--- src/hdl/bgr_pkg.sv ---
// Shared types, constants and helper functions of the bit group regrouper.
`default_nettype none

package bgr_pkg;

    localparam int SYM_W   = 8;
    localparam int WIDTH_W = 4;
    localparam int ACC_W   = 15;
    localparam int CFG_AW  = 2;
    localparam int Q_DEPTH = 2;
    localparam int Q_AW    = $clog2(Q_DEPTH);

    typedef logic [WIDTH_W-1:0] t_width;
    typedef logic [CFG_AW-1:0]  t_cfg_index;

    localparam t_cfg_index CFG_IN_WIDTH  = 2'd0;
    localparam t_cfg_index CFG_OUT_WIDTH = 2'd1;
    localparam t_cfg_index CFG_PAD_MODE  = 2'd2;

    localparam t_width RST_IN_WIDTH  = 4'd8;
    localparam t_width RST_OUT_WIDTH = 4'd5;
    localparam logic   RST_PAD_MODE  = 1'b1;

    // Effective widths after clamping, plus the padding mode.
    typedef struct packed {
        t_width iw;
        t_width ow;
        logic   pad;
    } t_cfg;

    // One queued item: symbol already masked to the input width.
    typedef struct packed {
        logic [SYM_W-1:0] sym;
        logic             last;
    } t_q_entry;

    typedef enum logic [1:0] {
        ST_IDLE = 2'b01,
        ST_EMIT = 2'b10
    } t_bstate;

    function automatic t_width clamp_width(input t_width w);
        t_width r;
        if (w == 4'd0) begin
            r = 4'd1;
        end else if (w > 4'd8) begin
            r = 4'd8;
        end else begin
            r = w;
        end
        return r;
    endfunction

    // Mask with the low w bits set, w in 1..8.
    function automatic logic [SYM_W-1:0] width_mask(input t_width w);
        logic [SYM_W:0] m;
        m = ({{SYM_W{1'b0}}, 1'b1} << w) - {{SYM_W{1'b0}}, 1'b1};
        return m[SYM_W-1:0];
    endfunction

endpackage

`default_nettype wire

--- src/hdl/bit_group_regrouper_core.sv ---
// Flow: the front end queues each input beat; the back end then merges the symbol into
// the accumulator, and each result it causes is registered at the output.
// The back end emits all results of a symbol before it merges the next one, and holds
// while the output stalls; the queue keeps taking input beats until it is full.
// Reset: registers return to in width 8, out width 5, pad mode; accumulator and queue empty.
// Top level of the bit group regrouper: configuration registers, front end and back end.
`default_nettype none

module bit_group_regrouper_core (
    input  wire logic                               i_clk,
    input  wire logic                               i_rst_n,
    input  wire logic                               i_in_valid,
    output logic                                    o_in_stall,
    input  wire logic [bgr_pkg::SYM_W-1:0]          i_symbol,
    input  wire logic                               i_stream_end,
    output logic                                    o_out_valid,
    input  wire logic                               i_out_stall,
    output logic [bgr_pkg::SYM_W-1:0]               o_group,
    output logic                                    o_group_valid,
    output logic                                    o_run_last,
    output logic                                    o_closing,
    output logic                                    o_status,
    input  wire logic                               i_cfg_valid,
    output logic                                    o_cfg_ready,
    input  wire bgr_pkg::t_cfg_index                i_cfg_index,
    input  wire logic [bgr_pkg::WIDTH_W-1:0]        i_cfg_data
);

    bgr_pkg::t_width   r_in_width, r_out_width;
    logic              r_pad_mode;
    logic              cfg_wr, cfg_hit;
    bgr_pkg::t_cfg     cfg;
    logic              pop, q_valid;
    bgr_pkg::t_q_entry q_entry;

    assign o_cfg_ready = 1'b1;
    assign cfg_wr      = i_cfg_valid && o_cfg_ready;
    assign cfg_hit     = cfg_wr && ((i_cfg_index == bgr_pkg::CFG_IN_WIDTH)
                                 || (i_cfg_index == bgr_pkg::CFG_OUT_WIDTH)
                                 || (i_cfg_index == bgr_pkg::CFG_PAD_MODE));

    always_ff @(posedge i_clk) begin
        if (!i_rst_n) begin
            r_in_width  <= bgr_pkg::RST_IN_WIDTH;
            r_out_width <= bgr_pkg::RST_OUT_WIDTH;
            r_pad_mode  <= bgr_pkg::RST_PAD_MODE;
        end else if (cfg_wr) begin
            unique case (i_cfg_index)
                bgr_pkg::CFG_IN_WIDTH:  r_in_width  <= i_cfg_data;
                bgr_pkg::CFG_OUT_WIDTH: r_out_width <= i_cfg_data;
                bgr_pkg::CFG_PAD_MODE:  r_pad_mode  <= i_cfg_data[0];
                default: ;
            endcase
        end
    end

    always_comb begin
        cfg.iw  = bgr_pkg::clamp_width(r_in_width);
        cfg.ow  = bgr_pkg::clamp_width(r_out_width);
        cfg.pad = r_pad_mode;
    end

    bgr_front u_front (
        .i_clk        (i_clk),
        .i_rst_n      (i_rst_n),
        .i_in_valid   (i_in_valid),
        .o_in_stall   (o_in_stall),
        .i_symbol     (i_symbol),
        .i_stream_end (i_stream_end),
        .i_cfg        (cfg),
        .i_pop        (pop),
        .o_q_valid    (q_valid),
        .o_q_entry    (q_entry)
    );

    bgr_back u_back (
        .i_clk         (i_clk),
        .i_rst_n       (i_rst_n),
        .i_cfg         (cfg),
        .i_clear       (cfg_hit),
        .i_q_valid     (q_valid),
        .i_q_entry     (q_entry),
        .o_pop         (pop),
        .i_out_stall   (i_out_stall),
        .o_out_valid   (o_out_valid),
        .o_group       (o_group),
        .o_group_valid (o_group_valid),
        .o_run_last    (o_run_last),
        .o_closing     (o_closing),
        .o_status      (o_status)
    );

endmodule

`default_nettype wire

--- src/hdl/bgr_front.sv ---
// Front end: accepts input beats, masks the symbol and queues it for the back end.
`default_nettype none

module bgr_front (
    input  wire logic                         i_clk,
    input  wire logic                         i_rst_n,
    input  wire logic                         i_in_valid,
    output logic                              o_in_stall,
    input  wire logic [bgr_pkg::SYM_W-1:0]    i_symbol,
    input  wire logic                         i_stream_end,
    input  wire bgr_pkg::t_cfg                i_cfg,
    input  wire logic                         i_pop,
    output logic                              o_q_valid,
    output bgr_pkg::t_q_entry                 o_q_entry
);

    bgr_pkg::t_q_entry            r_q [bgr_pkg::Q_DEPTH];
    logic [bgr_pkg::Q_AW-1:0]     r_wr_ptr, n_wr_ptr;
    logic [bgr_pkg::Q_AW-1:0]     r_rd_ptr, n_rd_ptr;
    logic [bgr_pkg::Q_AW:0]       r_count,  n_count;
    logic                         push;
    bgr_pkg::t_q_entry            entry;

    assign o_in_stall = (r_count == bgr_pkg::Q_AW'(0) + (bgr_pkg::Q_AW+1)'(bgr_pkg::Q_DEPTH));
    assign push       = i_in_valid && !o_in_stall;
    assign o_q_valid  = (r_count != '0);
    assign o_q_entry  = r_q[r_rd_ptr];

    always_comb begin
        entry.sym  = i_symbol & bgr_pkg::width_mask(i_cfg.iw);
        entry.last = i_stream_end;
    end

    always_comb begin
        n_wr_ptr = push ? r_wr_ptr + 1'b1 : r_wr_ptr;
        n_rd_ptr = i_pop ? r_rd_ptr + 1'b1 : r_rd_ptr;
        n_count  = r_count;
        if (push && !i_pop) begin
            n_count = r_count + 1'b1;
        end else if (!push && i_pop) begin
            n_count = r_count - 1'b1;
        end
    end

    always_ff @(posedge i_clk) begin
        if (!i_rst_n) begin
            r_wr_ptr <= '0;
            r_rd_ptr <= '0;
            r_count  <= '0;
        end else begin
            r_wr_ptr <= n_wr_ptr;
            r_rd_ptr <= n_rd_ptr;
            r_count  <= n_count;
        end
    end

    always_ff @(posedge i_clk) begin
        if (push) begin
            r_q[r_wr_ptr] <= entry;
        end
    end

endmodule

`default_nettype wire

--- src/hdl/bgr_back.sv ---
// Back end: merges queued symbols into the accumulator and emits at most one group per beat.
`default_nettype none

module bgr_back (
    input  wire logic                         i_clk,
    input  wire logic                         i_rst_n,
    input  wire bgr_pkg::t_cfg                i_cfg,
    input  wire logic                         i_clear,
    input  wire logic                         i_q_valid,
    input  wire bgr_pkg::t_q_entry            i_q_entry,
    output logic                              o_pop,
    input  wire logic                         i_out_stall,
    output logic                              o_out_valid,
    output logic [bgr_pkg::SYM_W-1:0]         o_group,
    output logic                              o_group_valid,
    output logic                              o_run_last,
    output logic                              o_closing,
    output logic                              o_status
);

    bgr_pkg::t_bstate                 r_state, n_state;
    logic [bgr_pkg::ACC_W-1:0]        r_acc, n_acc;
    bgr_pkg::t_width                  r_pend, n_pend;
    logic                             r_last, n_last;

    logic                             r_out_valid;
    logic [bgr_pkg::SYM_W-1:0]        r_group;
    logic                             r_group_valid, r_run_last, r_closing, r_status;

    logic                             can_load, load;
    logic [bgr_pkg::SYM_W-1:0]        ld_group;
    logic                             ld_gv, ld_run_last, ld_closing, ld_status;

    logic [bgr_pkg::SYM_W-1:0]        omask;
    logic                             has_grp;
    bgr_pkg::t_width                  rem;
    logic [bgr_pkg::ACC_W+bgr_pkg::SYM_W-1:0] merge_sh;
    logic [bgr_pkg::ACC_W-1:0]        grp_sh;
    logic [bgr_pkg::ACC_W:0]          keep_mask;
    logic [bgr_pkg::ACC_W:0]          tail_sh;
    logic [bgr_pkg::SYM_W-1:0]        tail;

    assign omask     = bgr_pkg::width_mask(i_cfg.ow);
    assign has_grp   = (r_pend >= i_cfg.ow);
    assign rem       = r_pend - i_cfg.ow;
    assign merge_sh  = {{bgr_pkg::SYM_W{1'b0}}, r_acc} << i_cfg.iw;
    assign grp_sh    = r_acc >> rem;
    assign keep_mask = ({{bgr_pkg::ACC_W{1'b0}}, 1'b1} << rem)
                       - {{bgr_pkg::ACC_W{1'b0}}, 1'b1};
    // Pending bits sit right aligned; shifting them up fills the group from the top.
    assign tail_sh   = {1'b0, r_acc} << (i_cfg.ow - r_pend);
    assign tail      = tail_sh[bgr_pkg::SYM_W-1:0] & omask;
    assign can_load  = !r_out_valid || !i_out_stall;

    always_comb begin
        n_state     = r_state;
        n_acc       = r_acc;
        n_pend      = r_pend;
        n_last      = r_last;
        o_pop       = 1'b0;
        load        = 1'b0;
        ld_group    = '0;
        ld_gv       = 1'b0;
        ld_run_last = 1'b0;
        ld_closing  = 1'b0;
        ld_status   = 1'b0;
        unique case (r_state)
            bgr_pkg::ST_IDLE: begin
                if (i_q_valid) begin
                    o_pop   = 1'b1;
                    n_acc   = merge_sh[bgr_pkg::ACC_W-1:0]
                              | {{(bgr_pkg::ACC_W-bgr_pkg::SYM_W){1'b0}}, i_q_entry.sym};
                    n_pend  = r_pend + i_cfg.iw;
                    n_last  = i_q_entry.last;
                    n_state = bgr_pkg::ST_EMIT;
                end
            end
            bgr_pkg::ST_EMIT: begin
                if (has_grp) begin
                    if (can_load) begin
                        load        = 1'b1;
                        ld_group    = grp_sh[bgr_pkg::SYM_W-1:0] & omask;
                        ld_gv       = 1'b1;
                        ld_run_last = (rem < i_cfg.ow) && !r_last;
                        n_pend      = rem;
                        n_acc       = r_acc & keep_mask[bgr_pkg::ACC_W-1:0];
                        if (ld_run_last) begin
                            n_state = bgr_pkg::ST_IDLE;
                        end
                    end
                end else if (r_last) begin
                    if (can_load) begin
                        load        = 1'b1;
                        ld_run_last = 1'b1;
                        ld_closing  = 1'b1;
                        if (i_cfg.pad) begin
                            ld_group = (r_pend != '0) ? tail : '0;
                            ld_gv    = (r_pend != '0);
                        end else begin
                            ld_status = (tail != '0) || (r_pend >= i_cfg.iw);
                        end
                        n_acc   = '0;
                        n_pend  = '0;
                        n_state = bgr_pkg::ST_IDLE;
                    end
                end else begin
                    // The symbol completed no group: nothing to deliver.
                    n_state = bgr_pkg::ST_IDLE;
                end
            end
            default: begin
                n_state = bgr_pkg::ST_IDLE;
            end
        endcase
    end

    always_ff @(posedge i_clk) begin
        if (!i_rst_n) begin
            r_state     <= bgr_pkg::ST_IDLE;
            r_acc       <= '0;
            r_pend      <= '0;
            r_last      <= 1'b0;
            r_out_valid <= 1'b0;
        end else begin
            r_state <= n_state;
            r_last  <= n_last;
            if (i_clear) begin
                r_acc  <= '0;
                r_pend <= '0;
            end else begin
                r_acc  <= n_acc;
                r_pend <= n_pend;
            end
            if (load) begin
                r_out_valid <= 1'b1;
            end else if (!i_out_stall) begin
                r_out_valid <= 1'b0;
            end
        end
    end

    always_ff @(posedge i_clk) begin
        if (load) begin
            r_group       <= ld_group;
            r_group_valid <= ld_gv;
            r_run_last    <= ld_run_last;
            r_closing     <= ld_closing;
            r_status      <= ld_status;
        end
    end

    assign o_out_valid   = r_out_valid;
    assign o_group       = r_group;
    assign o_group_valid = r_group_valid;
    assign o_run_last    = r_run_last;
    assign o_closing     = r_closing;
    assign o_status      = r_status;

endmodule

`default_nettype wire

--- config.mk ---
export PLATFORM = sky130hd
export DESIGN_NAME = bit_group_regrouper_core
export DESIGN_NICKNAME = d
export VERILOG_FILES = /design/src/hdl/bgr_pkg.sv /design/src/hdl/bit_group_regrouper_core.sv /design/src/hdl/bgr_front.sv /design/src/hdl/bgr_back.sv
export SDC_FILE = /design/constraint.sdc
export NUM_CORES = 1
export LEC_CHECK = 0
export BUFFER_PORTS_ARGS = -buffer_cell sky130_fd_sc_hd__buf_4
export CAP_MARGIN = 20
export CELL_PAD_IN_SITES_DETAIL_PLACEMENT = 1
export CELL_PAD_IN_SITES_GLOBAL_PLACEMENT = 2
export CORE_UTILIZATION = 39
export DETAILED_ROUTE_END_ITERATION = 10
export PLACE_DENSITY_LB_ADDON = 0.1
export REMOVE_ABC_BUFFERS = 1
export SLEW_MARGIN = 10
export SYNTH_ARGS = -nofsm -noshare
export SYNTH_HDL_FRONTEND = slang
export SYNTH_SLANG_ARGS = --single-unit
--- constraint.sdc ---
create_clock -name i_clk -period 4.1 [get_ports i_clk]
set_input_delay 0.82 -clock i_clk [delete_from_list [all_inputs] [get_ports i_clk]]
set_output_delay 0.82 -clock i_clk [all_outputs]
set_load 0.02 [all_outputs]
==> results by group <==
Status
  – Status: finished, final reports clean

Yosys
  – Dominant synthesized flop cell: dfxtp_1
  – Top post-synthesis cells by area: edfxtp_1 16%, dfxtp_1 13%, mux2i_1 7.7%
  – Number of synthesized flops with an enable pin: 30
  – Asr flop ratio synth: 0%
  – Top cells by count, synth: 66 x nand2_1, 43 x mux2i_1, 40 x nor2_1, 37 x dfxtp_1, 32 x a21oi_1
  – Yosys top cell area share: 16.2%
  – Post-synth cell types: 80
  – Synth Warn #: 0
  – Most common cell in the netlist: nand2_1
  – Post-Syn Area per Cell: between 8 and 9 um2
  – Sequential share of the synthesized area: 29.5%
  – Cells after Synth: 639
  – Synthesized flop and latch total: 67
  – Leading area contributor after synthesis: edfxtp_1
  – Mapped cell area: ~0.0056 mm2

Clocking
  – Worst skew pair latency: 350 ps
  – Max H-tree Level: 3
  – CTS buffer count: 9
  – Reg clk slew, reported paths: 60 ps
  – Post-cts resize count: 0
  – TritonCTS clock tree: yes
  – Max Buffers Root-to-Sink: 2
  – # Post-CTS Setup Buffers: 0
  – Sink Count: 67
  – CTS hold repair buffers: 0
  – Root Buffer: clkbuf_16

Global route
  – Vias in the first global route: 5256
  – Global-route wire length before repair: 29.5 mm
  – Total congestion overflow: 0
  – Tot GR Track Use: 26.9%
  – Antenna violations before repair: 0
  – Pin count of the biggest net entering global routing: 26

Critical path
  – Worst flop-to-flop path endpoint: u_back.r_acc[6]
  – CP Class: flop to flop
  – FF-to-FF path depth: 15
  – Worst r2r src: r_out_width[1]
  – Kind of end point of the critical path: flop
  – WP data arrival: 4000 ps
  – Crit-path cells: or3_1, nand2_1, ha_1, fa_1, nor2b_1, a21oi_1, a22oi_1, nand3_1, ha_1, buf_4, nand2b_1, o21ai_0, o31ai_1, a41oi_1, o21a_1
  – Setup slack, reg-to-reg: 340 ps
  – Crit Path Max Fanout: 14
  – Slowest stage cell, crit path: a22oi_1
  – Largest stage delay on the critical path: between 400 and 500 ps
  – Most frequent CP cell: ha_1
  – Worst Path Required: 4350 ps
  – Critical path launch point type: flop

STA
  – Slew HR: 47.1%
  – Pins Over Slew Limit: 0
  – Clk_skew: about 9.6 ps
  – Worst Tran Pin Value: between 700 and 800 ps
  – Final hold violations: 0
  – Hold slack: roughly 530 ps
  – RSZ-0062 raised after global routing: no
  – Final period util: 91.6%
  – Final setup violation count: 0
  – Setup_tns: 0 ps
  – Final min period: 3760 ps
  – Top achievable clock speed: 266 MHz

Routing
  – Drc violations: 0
  – Antenna-violating nets left: 0
  – Vias post-DR: 5157
  – DR WL/cell: 22.4 um
  – Final WL: 18.9 mm
  – Vias per inst: 6.10
  – DR pass1 iterations: 5
  – Initial drt markers: ~270

Final layout
  – Final nets: 707
  – Layout cells sized above 1: 16.4%
  – Fill count: 1625
  – ANT cells: 0
  – Synthesis-to-layout area growth: 12.8%

Power and ir drop
  – Total power: 0.00401 W
  – PD cells: 638 mW/mm2
  – Leak: 2.29 nW
  – Max VDD drop: around 0.29 mV

Placement
  – # port buffers: 33
  – HPWL Detailed: 14.2 mm
  – RD Place Congestion: between 0.8 and 0.9

Floorplan
  – CORE AREA: 0.0139 mm2
  – Die X: 121 um
  – IO Pins: 35
  – Num rows: 43
  – Die area: 0.0148 mm2
  – Die Height: 121 um
  – Starting Density: 40.1%

Worst hold path
  – Critical hold path startpoint: u_front.r_q[0][1]
  – Hold Path Class: flop to flop
  – Worst hold path stage count: 2
  – Hold endpoint: u_back.r_acc[0]

Run
  – Max cap viols: 0
[state kept, by name, summed over array words and instances, names as in the netlist, 2 cells and up, named ones only]
register	cells
u_back.r_pend	4
r_out_width	4
u_back.r_acc	15
r_in_width	4
u_front.r_count	2
u_front.r_q	18
u_back.o_group	8
u_back.r_state	2
[cell usage in the layout, fill, tap and decap left out, drive strengths merged, types with 5 or more instances in the layout]
master / n
xnor2: 8
or3: 9
clkbuf: 11
mux2: 6
a21boi: 10
dfxtp: 37
buf: 58
o211ai: 10
nand3: 15
inv: 34
ha: 24
edfxtp: 30
a211oi: 10
nor2: 42
nand2: 67
nand2b: 12
nand4: 7
o22ai: 7
o2111ai: 5
nor4: 5
xor2: 6
mux2i: 43
o21ai: 38
a31oi: 16
a21oi: 32
nand3b: 5
and2: 9
nor3: 13
nor2b: 13
a311oi: 5
mux4: 14
[cells by family (layout without fill, tap and decap cells)]
group | count (synthesis) | after routing | synth area share (%)
and+or+nand+nor | 211 | 211 | 19.1
AOI/OAI and AO/OA | 175 | 175 | 21.4
buffers and inverters | 81 | 105 | 6.52
DFF | 67 | 67 | 29.5
muxes | 63 | 63 | 14.6
adders and majority gates | 27 | 27 | 6.47
xor gates and xnor gates | 14 | 14 | 2.34
other | 1 | 3 | 0.0673
[area by class of cell]
cell class	count	area, um2	area share, %
well taps	180	225	3.58
multi-input cells	493	3570	56.9
inverters	31	121	1.93
flip-flops and latches	67	1640	26.1
clock buffers	11	253	4.02
repair buffers	58	435	6.93
clock inverters	5	33.8	0.538
[worst max-delay path by stage]
| stage | from | end | depth (start not counted) |
|---|---|---|---|
| after floorplan | r_out_width[3] | u_back.r_acc[6] | 16 |
| after global placement | r_out_width[1] | u_back.r_acc[6] | 15 |
| after detailed placement | r_out_width[1] | u_back.r_acc[10] | 15 |
| after CTS | r_out_width[1] | u_back.r_acc[10] | 15 |
| after global routing | r_out_width[1] | u_back.r_acc[6] | 15 |
| final | r_out_width[1] | u_back.r_acc[6] | 15 |
[where the power goes]
group / total (W) / leakage [nW] / internal [W] / switching [W]
clock network: 0.000770 / 0.143 / 0.000444 / 0.000326
registers: 0.000989 / 0.569 / 0.000815 / 0.000174
logic: 0.00225 / 1.57 / 0.000808 / 0.00144
total: 0.00401 / 2.29 / 0.00207 / 0.00194
[per-stage QoR]
step | utilization, % | instance area [um2] | cells | setup WS (ps)
final | 45.3 | 6280 | 845 | 345
after global routing | 45.3 | 6280 | 845 | 39.9
after CTS | 45.3 | 6280 | 845 | 376
after detailed placement | 43.2 | 6000 | 829 | 405
after global placement | 43.2 | 6000 | 829 | 556
after floorplan | - | 5340 | 591 | 557
[worst max-delay path: cells and delay by family, from the launching register on]
kind            cells  cell delay (ps)
compound gates      6             1300
fa+ha+maj           3              700
buf+inv             1              180
flops               1              380
simple gates        5             1090
[routing by layer]
metal	vias to the layer above	wire length (um)	GRT usage [%]
met5	-	0	0
met4	0	661	12.3
met3	41	1040	5.08
met2	156	8950	43.9
met1	2541	8250	34.2
li1	2419	-	-
(Power assumes the default switching activity.)
